`src/rtl/core/gregorian_day_number_converter_assert.svh`:
```
// Concurrent check macros for the day number converter.
`ifndef GREGORIAN_DAY_NUMBER_CONVERTER_ASSERT_SVH
`define GREGORIAN_DAY_NUMBER_CONVERTER_ASSERT_SVH
`ifndef SYNTHESIS
`define GDNC_ASSERT_IMPL(lbl, clk, rst_n, ante, cons) \
  lbl: assert property (@(posedge clk) disable iff (!rst_n) (ante) |-> (cons)) \
    else $error("gdnc: same-cycle check failed");
`define GDNC_ASSERT_NEXT(lbl, clk, rst_n, ante, cons) \
  lbl: assert property (@(posedge clk) disable iff (!rst_n) (ante) |=> (cons)) \
    else $error("gdnc: next-cycle check failed");
`else
`define GDNC_ASSERT_IMPL(lbl, clk, rst_n, ante, cons)
`define GDNC_ASSERT_NEXT(lbl, clk, rst_n, ante, cons)
`endif
`endif

```
`src/rtl/core/gdnc_pkg.sv`:
```
package gdnc_pkg;

  localparam int DN_W   = 22;
  localparam int YEAR_W = 14;
  localparam int MON_W  = 4;
  localparam int DAY_W  = 5;
  localparam int NTH_W  = 4;
  localparam int WD_W   = 3;
  localparam int OP_W   = 2;
  localparam int DOY_W  = 9;

  localparam logic [YEAR_W-1:0] MAX_YEAR = 14'd9999;
  localparam logic [MON_W-1:0]  LAST_MONTH = 4'd12;
  localparam logic [WD_W-1:0]   LAST_WEEKDAY = 3'd6;

  // Last day of the last supported year.
  localparam logic [DN_W-1:0] MAX_DAY = DN_W'(int'(MAX_YEAR) * 365 + int'(MAX_YEAR) / 4
                                              - int'(MAX_YEAR) / 100 + int'(MAX_YEAR) / 400);

  typedef enum logic [OP_W-1:0] {
    OP_TO_DAY  = 2'd0,
    OP_TO_DATE = 2'd1,
    OP_NTH     = 2'd2,
    OP_BAD     = 2'd3
  } op_e;

  typedef enum logic [3:0] {
    ST_IDLE,
    ST_T_DIV,
    ST_T_MUL,
    ST_T_SUM,
    ST_FIX,
    ST_NTH_MOD,
    ST_NTH_ADD,
    ST_EST,
    ST_Y_DIV,
    ST_Y_MUL,
    ST_Y_SUM,
    ST_Y_CHK,
    ST_MON,
    ST_DONE
  } state_e;

  typedef struct packed {
    logic load_in;
    logic yb_div;
    logic yb_mul;
    logic yb_sum;
    logic fix;
    logic nth_mod;
    logic nth_add;
    logic est;
    logic y_chk;
    logic mon_step;
    logic load_out;
  } cmd_t;

  typedef struct packed {
    op_e  op;
    logic year_found;
    logic mon_more;
    logic out_free;
  } stat_t;

  // Days in the year before the first of a month.
  function automatic logic [DOY_W-1:0] days_before(input logic [MON_W-1:0] month,
                                                   input logic leap);
    logic [DOY_W-1:0] base;
    unique case (month)
      4'd1:    base = 9'd0;
      4'd2:    base = 9'd31;
      4'd3:    base = 9'd59;
      4'd4:    base = 9'd90;
      4'd5:    base = 9'd120;
      4'd6:    base = 9'd151;
      4'd7:    base = 9'd181;
      4'd8:    base = 9'd212;
      4'd9:    base = 9'd243;
      4'd10:   base = 9'd273;
      4'd11:   base = 9'd304;
      4'd12:   base = 9'd334;
      default: base = 9'd365;
    endcase
    return base + {8'b0, (leap && (month > 4'd2))};
  endfunction

  function automatic logic [DAY_W-1:0] last_day(input logic [MON_W-1:0] month,
                                                input logic leap);
    logic [DAY_W-1:0] ld;
    unique case (month)
      4'd2:                      ld = leap ? 5'd29 : 5'd28;
      4'd4, 4'd6, 4'd9, 4'd11:   ld = 5'd30;
      default:                   ld = 5'd31;
    endcase
    return ld;
  endfunction

  // Residue mod 7 by folding octal digits (8 = 1 mod 7).
  function automatic logic [2:0] mod7(input logic [23:0] v);
    logic [5:0] s1;
    logic [3:0] s2;
    logic [3:0] s3;
    s1 = 6'(v[2:0]) + 6'(v[5:3]) + 6'(v[8:6]) + 6'(v[11:9])
       + 6'(v[14:12]) + 6'(v[17:15]) + 6'(v[20:18]) + 6'(v[23:21]);
    s2 = 4'(s1[5:3]) + 4'(s1[2:0]);
    s3 = 4'(s2[3]) + 4'(s2[2:0]);
    return (s3 >= 4'd7) ? 3'(s3 - 4'd7) : s3[2:0];
  endfunction

endpackage

```
`src/rtl/core/gdnc_ctrl.sv`:
```
module gdnc_ctrl (
  input  logic            clk_i,
  input  logic            rst_ni,
  input  logic            in_valid_i,
  input  gdnc_pkg::op_e   in_op_i,
  input  gdnc_pkg::stat_t stat_i,
  output logic            in_ready_o,
  output gdnc_pkg::cmd_t  cmd_o
);

  gdnc_pkg::state_e state_q, state_d;

  always_ff @(posedge clk_i or negedge rst_ni) begin
    if (!rst_ni) begin
      state_q <= gdnc_pkg::ST_IDLE;
    end else begin
      state_q <= state_d;
    end
  end

  // Next state
  always_comb begin
    state_d = state_q;
    unique case (state_q)
      gdnc_pkg::ST_IDLE: begin
        if (in_valid_i) begin
          unique case (in_op_i)
            gdnc_pkg::OP_TO_DAY,
            gdnc_pkg::OP_NTH:     state_d = gdnc_pkg::ST_T_DIV;
            gdnc_pkg::OP_TO_DATE: state_d = gdnc_pkg::ST_EST;
            default:              state_d = gdnc_pkg::ST_DONE;
          endcase
        end
      end
      gdnc_pkg::ST_T_DIV:   state_d = gdnc_pkg::ST_T_MUL;
      gdnc_pkg::ST_T_MUL:   state_d = gdnc_pkg::ST_T_SUM;
      gdnc_pkg::ST_T_SUM:   state_d = gdnc_pkg::ST_FIX;
      gdnc_pkg::ST_FIX: begin
        state_d = (stat_i.op == gdnc_pkg::OP_NTH) ? gdnc_pkg::ST_NTH_MOD : gdnc_pkg::ST_DONE;
      end
      gdnc_pkg::ST_NTH_MOD: state_d = gdnc_pkg::ST_NTH_ADD;
      gdnc_pkg::ST_NTH_ADD: state_d = gdnc_pkg::ST_EST;
      gdnc_pkg::ST_EST:     state_d = gdnc_pkg::ST_Y_DIV;
      gdnc_pkg::ST_Y_DIV:   state_d = gdnc_pkg::ST_Y_MUL;
      gdnc_pkg::ST_Y_MUL:   state_d = gdnc_pkg::ST_Y_SUM;
      gdnc_pkg::ST_Y_SUM:   state_d = gdnc_pkg::ST_Y_CHK;
      gdnc_pkg::ST_Y_CHK: begin
        state_d = stat_i.year_found ? gdnc_pkg::ST_MON : gdnc_pkg::ST_Y_DIV;
      end
      gdnc_pkg::ST_MON: begin
        if (!stat_i.mon_more) begin
          state_d = gdnc_pkg::ST_DONE;
        end
      end
      gdnc_pkg::ST_DONE: begin
        if (stat_i.out_free) begin
          state_d = gdnc_pkg::ST_IDLE;
        end
      end
      default: state_d = gdnc_pkg::ST_IDLE;
    endcase
  end

  // Outputs
  always_comb begin
    cmd_o      = '0;
    in_ready_o = (state_q == gdnc_pkg::ST_IDLE);
    unique case (state_q)
      gdnc_pkg::ST_IDLE:    cmd_o.load_in  = in_valid_i;
      gdnc_pkg::ST_T_DIV,
      gdnc_pkg::ST_Y_DIV:   cmd_o.yb_div   = 1'b1;
      gdnc_pkg::ST_T_MUL,
      gdnc_pkg::ST_Y_MUL:   cmd_o.yb_mul   = 1'b1;
      gdnc_pkg::ST_T_SUM,
      gdnc_pkg::ST_Y_SUM:   cmd_o.yb_sum   = 1'b1;
      gdnc_pkg::ST_FIX:     cmd_o.fix      = 1'b1;
      gdnc_pkg::ST_NTH_MOD: cmd_o.nth_mod  = 1'b1;
      gdnc_pkg::ST_NTH_ADD: cmd_o.nth_add  = 1'b1;
      gdnc_pkg::ST_EST:     cmd_o.est      = 1'b1;
      gdnc_pkg::ST_Y_CHK:   cmd_o.y_chk    = 1'b1;
      gdnc_pkg::ST_MON:     cmd_o.mon_step = 1'b1;
      gdnc_pkg::ST_DONE:    cmd_o.load_out = stat_i.out_free;
      default:              cmd_o = '0;
    endcase
  end

endmodule

```
`src/rtl/core/gdnc_dp.sv`:
```
module gdnc_dp (
  input  logic                            clk_i,
  input  logic                            rst_ni,
  input  gdnc_pkg::cmd_t                  cmd_i,
  input  gdnc_pkg::op_e                   op_i,
  input  logic [gdnc_pkg::DN_W-1:0]       day_number_i,
  input  logic [gdnc_pkg::YEAR_W-1:0]     year_i,
  input  logic [gdnc_pkg::MON_W-1:0]      month_i,
  input  logic [gdnc_pkg::DAY_W-1:0]      day_i,
  input  logic signed [gdnc_pkg::NTH_W-1:0] nth_i,
  input  logic [gdnc_pkg::WD_W-1:0]       weekday_i,
  input  logic                            out_ready_i,
  output gdnc_pkg::stat_t                 stat_o,
  output logic                            out_valid_o,
  output logic [gdnc_pkg::DN_W-1:0]       day_number_o,
  output logic [gdnc_pkg::YEAR_W-1:0]     year_o,
  output logic [gdnc_pkg::MON_W-1:0]      month_o,
  output logic [gdnc_pkg::DAY_W-1:0]      day_o,
  output logic [gdnc_pkg::WD_W-1:0]       weekday_o,
  output logic                            out_of_range_o
);

  // floor(2^32 / 365.2425), year estimate from a day count
  localparam logic [23:0] YrRecip = 24'((64'd1 << 32) * 64'd400 / 64'd146097);
  // x / 100 == (x * 5243) >> 19 for x below 43699
  localparam logic [26:0] HundRecip = 27'd5243;

  // working registers
  gdnc_pkg::op_e                   op_q;
  logic [gdnc_pkg::DN_W-1:0]       f_q;
  logic [gdnc_pkg::YEAR_W-1:0]     yr_q;
  logic [gdnc_pkg::MON_W-1:0]      mo_q;
  logic [gdnc_pkg::DAY_W-1:0]      dy_q;
  logic signed [gdnc_pkg::NTH_W-1:0] n_q;
  logic [gdnc_pkg::WD_W-1:0]       x_q;
  logic                            flag_q;
  logic [7:0]                      q_q;
  logic                            rz_q;
  logic                            leap_q;
  logic [22:0]                     prod_q;
  logic [22:0]                     base_q;
  logic [2:0]                      m7_q;
  logic [gdnc_pkg::DOY_W-1:0]      doy_q;

  // result register
  logic                            out_valid_q;
  logic [gdnc_pkg::DN_W-1:0]       out_dn_q;
  logic [gdnc_pkg::YEAR_W-1:0]     out_yr_q;
  logic [gdnc_pkg::MON_W-1:0]      out_mo_q;
  logic [gdnc_pkg::DAY_W-1:0]      out_dy_q;
  logic [gdnc_pkg::WD_W-1:0]       out_wd_q;
  logic                            out_flag_q;

  // input clamp
  logic [gdnc_pkg::DN_W-1:0]   dn_cl;
  logic [gdnc_pkg::YEAR_W-1:0] y_cl;
  logic [gdnc_pkg::MON_W-1:0]  m_cl;
  logic [gdnc_pkg::WD_W-1:0]   x_cl;
  logic                        dn_flag, y_flag, m_flag, x_flag, in_flag;

  always_comb begin
    dn_cl   = day_number_i;
    dn_flag = 1'b0;
    if (day_number_i == '0) begin
      dn_cl   = 22'd1;
      dn_flag = 1'b1;
    end else if (day_number_i > gdnc_pkg::MAX_DAY) begin
      dn_cl   = gdnc_pkg::MAX_DAY;
      dn_flag = 1'b1;
    end
    y_cl   = year_i;
    y_flag = 1'b0;
    if (year_i == '0) begin
      y_cl   = 14'd1;
      y_flag = 1'b1;
    end else if (year_i > gdnc_pkg::MAX_YEAR) begin
      y_cl   = gdnc_pkg::MAX_YEAR;
      y_flag = 1'b1;
    end
    m_cl   = month_i;
    m_flag = 1'b0;
    if (month_i == '0) begin
      m_cl   = 4'd1;
      m_flag = 1'b1;
    end else if (month_i > gdnc_pkg::LAST_MONTH) begin
      m_cl   = gdnc_pkg::LAST_MONTH;
      m_flag = 1'b1;
    end
    x_flag = (weekday_i > gdnc_pkg::LAST_WEEKDAY);
    x_cl   = x_flag ? gdnc_pkg::LAST_WEEKDAY : weekday_i;
    if (op_i == gdnc_pkg::OP_TO_DATE) begin
      in_flag = dn_flag;
    end else begin
      in_flag = y_flag | m_flag | (x_flag & (op_i == gdnc_pkg::OP_NTH));
    end
  end

  // year base unit: days before Jan 1 of yr_q, and its leap bit
  logic [26:0]                 div_prod;
  logic [gdnc_pkg::YEAR_W-1:0] hund;
  logic [gdnc_pkg::YEAR_W-1:0] r100;
  logic                        rz;
  logic                        leap;
  logic [gdnc_pkg::YEAR_W-1:0] pm1;
  logic [22:0]                 prod;
  logic [7:0]                  p100;
  logic [5:0]                  p400;
  logic [22:0]                 base;

  assign div_prod = 27'(yr_q) * HundRecip;
  assign hund     = {6'b0, q_q} * 14'd100;
  assign r100     = yr_q - hund;
  assign rz       = (r100 == '0);
  assign leap     = ((yr_q[1:0] == 2'd0) && !rz) || (rz && (q_q[1:0] == 2'd0));
  assign pm1      = yr_q - 14'd1;
  assign prod     = {9'b0, pm1} * 23'd365 + {11'b0, pm1[13:2]};
  assign p100     = q_q - {7'b0, rz_q};
  assign p400     = q_q[7:2] - {5'b0, (rz_q && (q_q[1:0] == 2'd0))};
  assign base     = prod_q - {15'b0, p100} + {17'b0, p400};

  // date to day number
  logic                        n_pos;
  logic [gdnc_pkg::DAY_W-1:0]  ld;
  logic [gdnc_pkg::DAY_W-1:0]  d_fix;
  logic                        d_flag;
  logic [gdnc_pkg::DN_W-1:0]   f_fix;

  assign n_pos = !n_q[gdnc_pkg::NTH_W-1] && (n_q != '0);
  assign ld    = gdnc_pkg::last_day(mo_q, leap_q);

  always_comb begin
    d_fix  = dy_q;
    d_flag = 1'b0;
    if (dy_q == '0 && op_q == gdnc_pkg::OP_NTH) begin
      d_fix = n_pos ? 5'd1 : ld;
    end else if (dy_q == '0) begin
      d_fix  = 5'd1;
      d_flag = 1'b1;
    end else if (dy_q > ld) begin
      d_fix  = ld;
      d_flag = 1'b1;
    end
  end

  assign f_fix = 22'(base_q + {14'b0, gdnc_pkg::days_before(mo_q, leap_q)} + {18'b0, d_fix});

  // nth weekday
  logic [22:0]        g;
  logic [2:0]         m7;
  logic signed [7:0]  n_s;
  logic signed [7:0]  k;
  logic signed [7:0]  k7;
  logic signed [24:0] r;
  logic [gdnc_pkg::DN_W-1:0] r_cl;
  logic               r_flag;

  assign g   = {1'b0, f_q} + (n_pos ? 23'd6 : 23'd0);
  assign m7  = gdnc_pkg::mod7({1'b0, g} + 24'd7 - {21'b0, x_q});
  assign n_s = {{4{n_q[gdnc_pkg::NTH_W-1]}}, n_q};
  assign k   = n_pos ? (n_s - 8'sd1) : (n_s + 8'sd1);
  assign k7  = (k <<< 3) - k;
  assign r   = $signed({3'b0, f_q}) - $signed({22'b0, m7_q}) + $signed({{17{k7[7]}}, k7});

  always_comb begin
    r_cl   = r[gdnc_pkg::DN_W-1:0];
    r_flag = 1'b0;
    if (r < 25'sd1) begin
      r_cl   = 22'd1;
      r_flag = 1'b1;
    end else if (r > $signed({3'b0, gdnc_pkg::MAX_DAY})) begin
      r_cl   = gdnc_pkg::MAX_DAY;
      r_flag = 1'b1;
    end
  end

  // day number to date
  logic [45:0]                 est_prod;
  logic                        year_found;
  logic [gdnc_pkg::DOY_W-1:0]  db_next;
  logic                        mon_more;

  assign est_prod   = {24'b0, (f_q - 22'd1)} * {22'b0, YrRecip};
  assign year_found = ({1'b0, f_q} > base_q);
  assign db_next    = gdnc_pkg::days_before(mo_q + 4'd1, leap_q);
  assign mon_more   = (mo_q < gdnc_pkg::LAST_MONTH) && (doy_q > db_next);

  always_ff @(posedge clk_i) begin
    if (cmd_i.load_in) begin
      op_q   <= op_i;
      f_q    <= dn_cl;
      yr_q   <= y_cl;
      mo_q   <= m_cl;
      dy_q   <= day_i;
      n_q    <= nth_i;
      x_q    <= x_cl;
      flag_q <= in_flag;
    end
    if (cmd_i.yb_div) begin
      q_q <= div_prod[26:19];
    end
    if (cmd_i.yb_mul) begin
      rz_q   <= rz;
      leap_q <= leap;
      prod_q <= prod;
    end
    if (cmd_i.yb_sum) begin
      base_q <= base;
    end
    if (cmd_i.fix) begin
      dy_q   <= d_fix;
      f_q    <= f_fix;
      flag_q <= flag_q | d_flag;
    end
    if (cmd_i.nth_mod) begin
      f_q  <= g[gdnc_pkg::DN_W-1:0];
      m7_q <= m7;
    end
    if (cmd_i.nth_add) begin
      f_q    <= r_cl;
      flag_q <= flag_q | r_flag;
    end
    if (cmd_i.est) begin
      yr_q <= est_prod[45:32] + 14'd3;  // upper bound, search walks down
    end
    if (cmd_i.y_chk) begin
      if (year_found) begin
        doy_q <= 9'(f_q - base_q[gdnc_pkg::DN_W-1:0]);
        mo_q  <= 4'd1;
      end else begin
        yr_q <= yr_q - 14'd1;
      end
    end
    if (cmd_i.mon_step) begin
      if (mon_more) begin
        mo_q <= mo_q + 4'd1;
      end else begin
        dy_q <= 5'(doy_q - gdnc_pkg::days_before(mo_q, leap_q));
      end
    end
  end

  // result register
  always_ff @(posedge clk_i or negedge rst_ni) begin
    if (!rst_ni) begin
      out_valid_q <= 1'b0;
    end else if (cmd_i.load_out) begin
      out_valid_q <= 1'b1;
    end else if (out_ready_i) begin
      out_valid_q <= 1'b0;
    end
  end

  always_ff @(posedge clk_i) begin
    if (cmd_i.load_out) begin
      if (op_q == gdnc_pkg::OP_BAD) begin
        out_dn_q   <= '0;
        out_yr_q   <= '0;
        out_mo_q   <= '0;
        out_dy_q   <= '0;
        out_wd_q   <= '0;
        out_flag_q <= 1'b1;
      end else begin
        out_dn_q   <= f_q;
        out_yr_q   <= yr_q;
        out_mo_q   <= mo_q;
        out_dy_q   <= dy_q;
        out_wd_q   <= gdnc_pkg::mod7({2'b0, f_q});
        out_flag_q <= flag_q;
      end
    end
  end

  assign stat_o.op         = op_q;
  assign stat_o.year_found = year_found;
  assign stat_o.mon_more   = mon_more;
  assign stat_o.out_free   = !out_valid_q || out_ready_i;

  assign out_valid_o    = out_valid_q;
  assign day_number_o   = out_dn_q;
  assign year_o         = out_yr_q;
  assign month_o        = out_mo_q;
  assign day_o          = out_dy_q;
  assign weekday_o      = out_wd_q;
  assign out_of_range_o = out_flag_q;

endmodule

```
`src/rtl/core/gregorian_day_number_converter.sv`:
```
// Channel   Dir  tdata                                           tuser
// s_axis    in   day_number, year_in, month_in, day_in, nth,     operation
//                weekday_in (56 bits, zero padded)
// m_axis    out  day_number_out, year_out, month_out, day_out,   out_of_range
//                weekday_out (48 bits)
//
// One item at a time. Op 1 and op 2 search Y = 2..4 year candidates (each one
//   pass of the year base unit, divide, multiply and sum, plus a compare) and
//   M = 1..12 month steps.
// Reset only clears the controller and the output valid; no state survives an item.
// The output register frees the core as soon as a result is stored, so a stalled
// m_axis holds at most one finished result while the next item is in work.
`include "gregorian_day_number_converter_assert.svh"

module gregorian_day_number_converter (
  input  logic        clk_i,
  input  logic        rst_ni,
  input  logic        s_axis_tvalid_i,
  output logic        s_axis_tready_o,
  // [21:0] day_number, [35:22] year_in, [39:36] month_in, [44:40] day_in,
  // [48:45] nth, [51:49] weekday_in, [55:52] zero
  input  logic [55:0] s_axis_tdata_i,
  // [1:0] operation
  input  logic [1:0]  s_axis_tuser_i,
  output logic        m_axis_tvalid_o,
  input  logic        m_axis_tready_i,
  // [21:0] day_number_out, [35:22] year_out, [39:36] month_out, [44:40] day_out,
  // [47:45] weekday_out
  output logic [47:0] m_axis_tdata_o,
  // [0] out_of_range
  output logic        m_axis_tuser_o
);

  gdnc_pkg::cmd_t  cmd;
  gdnc_pkg::stat_t stat;
  gdnc_pkg::op_e   in_op;

  logic [gdnc_pkg::DN_W-1:0]   dn_out;
  logic [gdnc_pkg::YEAR_W-1:0] yr_out;
  logic [gdnc_pkg::MON_W-1:0]  mo_out;
  logic [gdnc_pkg::DAY_W-1:0]  dy_out;
  logic [gdnc_pkg::WD_W-1:0]   wd_out;

  assign in_op = gdnc_pkg::op_e'(s_axis_tuser_i);

  // Sequencer: walks each operation through the shared year base unit,
  // the weekday adjust, the year search and the month search.
  gdnc_ctrl u_ctrl (
    .clk_i      (clk_i),
    .rst_ni     (rst_ni),
    .in_valid_i (s_axis_tvalid_i),
    .in_op_i    (in_op),
    .stat_i     (stat),
    .in_ready_o (s_axis_tready_o),
    .cmd_o      (cmd)
  );

  // Datapath: clamps, day count arithmetic and the result register.
  gdnc_dp u_dp (
    .clk_i          (clk_i),
    .rst_ni         (rst_ni),
    .cmd_i          (cmd),
    .op_i           (in_op),
    .day_number_i   (s_axis_tdata_i[21:0]),
    .year_i         (s_axis_tdata_i[35:22]),
    .month_i        (s_axis_tdata_i[39:36]),
    .day_i          (s_axis_tdata_i[44:40]),
    .nth_i          ($signed(s_axis_tdata_i[48:45])),
    .weekday_i      (s_axis_tdata_i[51:49]),
    .out_ready_i    (m_axis_tready_i),
    .stat_o         (stat),
    .out_valid_o    (m_axis_tvalid_o),
    .day_number_o   (dn_out),
    .year_o         (yr_out),
    .month_o        (mo_out),
    .day_o          (dy_out),
    .weekday_o      (wd_out),
    .out_of_range_o (m_axis_tuser_o)
  );

  assign m_axis_tdata_o[21:0]  = dn_out;
  assign m_axis_tdata_o[35:22] = yr_out;
  assign m_axis_tdata_o[39:36] = mo_out;
  assign m_axis_tdata_o[44:40] = dy_out;
  assign m_axis_tdata_o[47:45] = wd_out;

  // Core goes busy right after it takes an item.
  `GDNC_ASSERT_NEXT(a_busy_after_accept, clk_i, rst_ni, s_axis_tvalid_i && s_axis_tready_o, !s_axis_tready_o)
  // An unflagged result always has a nonzero day and a month from 1 to 12.
  `GDNC_ASSERT_IMPL(a_result_is_date, clk_i, rst_ni, m_axis_tvalid_o && !m_axis_tuser_o, (m_axis_tdata_o[44:40] != 5'd0) && (m_axis_tdata_o[39:36] != 4'd0) && (m_axis_tdata_o[39:36] <= 4'd12))
  // Weekday residue never reaches seven.
  `GDNC_ASSERT_IMPL(a_weekday_range, clk_i, rst_ni, m_axis_tvalid_o, m_axis_tdata_o[47:45] != 3'd7)

endmodule
```
`config.mk`:
```
export PLATFORM = sky130hd
export DESIGN_NAME = gregorian_day_number_converter
export DESIGN_NICKNAME = d
export VERILOG_FILES = /design/src/rtl/core/gdnc_pkg.sv /design/src/rtl/core/gdnc_ctrl.sv /design/src/rtl/core/gdnc_dp.sv /design/src/rtl/core/gregorian_day_number_converter.sv
export VERILOG_INCLUDE_DIRS = /design/src /design/src/rtl/core
export SDC_FILE = /design/constraint.sdc
export NUM_CORES = 2
export LEC_CHECK = 0
export BUFFER_PORTS_ARGS = -buffer_cell sky130_fd_sc_hd__buf_4
export CORE_MARGIN = 8
export CORE_UTILIZATION = 45
export CTS_BUF_LIST = sky130_fd_sc_hd__clkbuf_16
export CTS_CLUSTER_SIZE = 12
export DETAILED_ROUTE_END_ITERATION = 12
export GPL_TIMING_DRIVEN = 0
export PLACE_DENSITY = 0.68
export SETUP_SLACK_MARGIN = 0.15
export SLEW_MARGIN = 25
export SYNTH_ARGS = -nofsm -noshare
export SYNTH_HDL_FRONTEND = slang
export SYNTH_SLANG_ARGS = --single-unit
```
`constraint.sdc`:
```
create_clock -name clk_i -period 12.1 [get_ports clk_i]
set_input_delay 0 -clock clk_i [delete_from_list [all_inputs] [get_ports clk_i]]
set_output_delay 0 -clock clk_i [all_outputs]
set_load 0.01 [all_outputs]
```
==> metrics.md <==
| Metric | Value |
|---|---|
| Run status | completed |
| Placement row count | 101 |
| Placed cells | 4742 |
| Netlist cell types | 99 |
| Grt ovf | 0 |
| Post-synthesis cell count | 3651 |
| WP buf/inv | 8 |
| Synth Cell Area | approximately 34000 sq um |
| Clk sinks | around 190 |
| DRT antenna net count | 0 |
| Register area | 5240 sq um |
| Antenna violations before repair | 4 |
| Endpoints failing setup | 0 |
| Final Cycle Share | roughly 93% |
| Critical path class | flop to flop |
| Largest net degree at the start of global routing | 25 |
| DRT iter0 DRCs | 1801 |
| Slowest cell on the critical path | xor2_1 |
| Root buffer cell | clkbuf_16 |
| Pre-antenna DRT Iters | 5 |
| Sequential fraction of the synthesis area | 15.34% |
| Setup TNS | 0 ps |
| Via density | approximately 5.5 |
| Max Cap Viol | 0 |
| IO Port Bufs | 108 |
| YS warnings | 0 |
| Synthesized flop and latch total | between 150 and 200 |
| Rel. slew slack | 22.63% |
| Footprint of the multi-input gates | 25880 sq um |
| Startpoint types | flop |
| Synth async-reset ratio | 2.688% |
| Filler cells | 7068 |
| Layout cell share with drive strength beyond 1 | 5.687% |
| Mean routed wirelength per cell | about 19 um |
| Die Y | 291.5 um |
| Nets | 4892 |
| First-pass GRT wire length | 147800 um |
| Vias after detailed routing | between 20000 and 30000 |
| DPL Wire Length | 78930 um |
| Final worst clock skew | 16.46 ps |
| Worst path arrival time | ~12000 ps |
| Residual DRC | 0 |
| Unrepaired setup endpoints after global routing | no |
| Vias in the first global route | approximately 27000 |
| Worst-path maximum fanout | 10 |
| Avg Cell Area, Syn | ~9.4 sq um |
| Ports | ~110 |
| Clock latency on the worst-skew pair | 520 ps |
| GP Congestion | 0.9715 |
| WP data required | 12480 ps |
| Clock buffer depth | 2 |
| Clock-pin slew on the worst setup and hold paths | 80 ps |
| Fin. max-slew vios | 0 |
| Fin. Hold Viols | 0 |
| Die footprint | 84980 sq um |
| Top Family by Delay on Critical Path | adder cells |
| CTS H-Tree Depth | 4 |
| CTS tree | done |
| Top_reg_cell synth | edfxtp_1 |
| Crit-path most repeated cell | inv_1 |
| Chip width | 291.5 um |
| Synth-to-Final Area Change | 9.253% |
| Starting Density | a little under half |
| Hold Crit Class | input pin to flop |
| Worst-Margin Slew | 1152 ps |
| Syn Nets | 4723 |
| Number of buffers created by CTS | 17 |
| Largest stage delay on the critical path | 720 ps |
| Final WL | between 90000 and 100000 um |
| Post-synth EDFFs | 149 |
| Tmin final | 11310 ps |
| Core area | 75570 sq um |
| CP endpoint kind | flop |
| Diode count | 0 |
| Fmax | 0.08841 GHz |
| Non-filler cells, final | between 4000 and 5000 |
| GRT Util Overall | 21.99% |
cells in the final DEF (no fill, tap or decap), types with 13 or more instances in the layout:
| cell type | instances |
|---|---|
| a31oi_1 | 15 |
| nor2b_1 | 33 |
| buf_4 | 113 |
| nor3_1 | 59 |
| and2_1 | 31 |
| nor2_1 | 179 |
| xor2_1 | 58 |
| nand4_1 | 20 |
| a21o_1 | 59 |
| a211oi_1 | 21 |
| edfxtp_1 | 149 |
| and3_1 | 24 |
| o21bai_1 | 22 |
| nand2b_1 | 35 |
| xnor2_1 | 203 |
| o21a_1 | 21 |
| inv_1 | 755 |
| nor4_1 | 23 |
| dfxtp_1 | 32 |
| dlygate4sd3_1 | 34 |
| fa_1 | 396 |
| o22ai_1 | 13 |
| clkbuf_1 | 59 |
| nand3_1 | 70 |
| clkbuf_16 | 18 |
| ha_1 | 614 |
| a21oi_1 | 184 |
| nand2_1 | 185 |
| o21ai_0 | 125 |
| o211ai_1 | 24 |
stage by stage:
stage	hold slack, ps	cell area (sq um)	setup WS (ps)	util (%)
after CTS	10.71	37290	619.2	49.34
after global placement	-179.2	36190	782.7	47.89
after detailed placement	-177.5	36340	708.4	48.08
after floorplan	-295.6	34160	2635	-
final	47.50	37320	789.2	49.38
after global routing	61.09	37320	340.3	49.38
state kept, by name (all words and copies together), names as in the netlist, 2 cells and up, named ones only:
register           cells
u_dp.year_o           14
u_dp.mo_q              4
u_dp.doy_q             9
u_dp.prod_q           23
u_dp.day_o             5
u_dp.n_q               4
u_dp.month_o           4
u_dp.yr_q             14
u_dp.day_number_o     22
u_dp.m7_q              3
u_dp.q_q               8
u_dp.base_q           23
u_ctrl.state_q         4
u_dp.dy_q              5
u_dp.weekday_o         3
u_dp.f_q              22
u_dp.op_q              2
u_dp.x_q               3
synth_stat cells (24+ instances only):
cell | number | area (sq um)
edfxtp_1 | 149 | 4474
inv_1 | 756 | 2838
fa_1 | 396 | 7928
clkbuf_1 | 59 | 221.5
ha_1 | 614 | 7682
o211ai_1 | 24 | 180.2
nand3_1 | 70 | 350.3
o21ai_0 | 125 | 625.6
and2_1 | 31 | 193.9
nor3_1 | 60 | 300.3
dfxtp_1 | 32 | 640.6
nor2b_1 | 33 | 206.5
nor2_1 | 180 | 675.7
and3_1 | 24 | 150.1
xnor2_1 | 205 | 1795
a21oi_1 | 186 | 930.9
nand2_1 | 185 | 694.4
nand2b_1 | 35 | 219.0
a21o_1 | 59 | 442.9
xor2_1 | 58 | 508.0
cell families after synthesis:
group | share of synthesized area, %
compound gates | 12.36
xor+xnor | 6.791
fa+ha+maj | 45.73
buf+inv | 9.052
flops | 15.34
mux | 0.5532
simple gates | 10.17
per-layer routing:
metal,track usage (%),up-vias,wire (um)
met1,30.13,12680,41980
li1,-,12530,-
met3,4.319,168,6414
met5,0,-,39
met2,34.57,851,41000
met4,7.663,4,3247
layout make-up:
type	instances	share of cell area [%]
multi-input combinational	2642	69.36
clock buffer	18	1.207
tap	978	3.279
timing repair buffer	150	3.386
clock inverter	14	0.4225
buffer	65	0.6639
inverter	758	7.635
sequential	186	14.04
worst paths after layout:
path / cells after the start / slack (ps) / from / end
worst max-delay path: 37 / 790 / u_dp.f_q[4] / u_dp.yr_q[10]
worst min-delay path: 5 / 50 / s_axis_tdata_i[4] / u_dp.f_q[4]
worst max register to register: 37 / 790 / u_dp.f_q[4] / u_dp.yr_q[10]
worst min register to register: 2 / 540 / u_dp.out_valid_o / u_dp.out_valid_o
max in group asynchronous: 3 / 11420 / rst_ni / u_ctrl.state_q[3]
min in group asynchronous: 3 / 440 / rst_ni / u_dp.out_valid_o
worst reg2reg max path: cells and delay by family (launching register included):
family	cells	cell delay [ps]
AO/OA/AOI/OAI	4	950
buffers and inverters	8	1020
adder cells (fa/ha/maj)	10	4360
XOR/XNOR	2	990
multiplexers	1	270
flip-flops	1	590
AND/OR/NAND/NOR	12	2990
what timing repair did:
action                                  4_1_cts  5_1_grt
buffers inserted                              0        3
endpoints found under the setup margin        0        1
hold buffers                                 34        0
resized for setup                             0        1
endpoints found under the hold margin        40        0
Power is not shown: default switching activity piles up to over one toggle a cycle in this logic, so the estimate is an artifact.
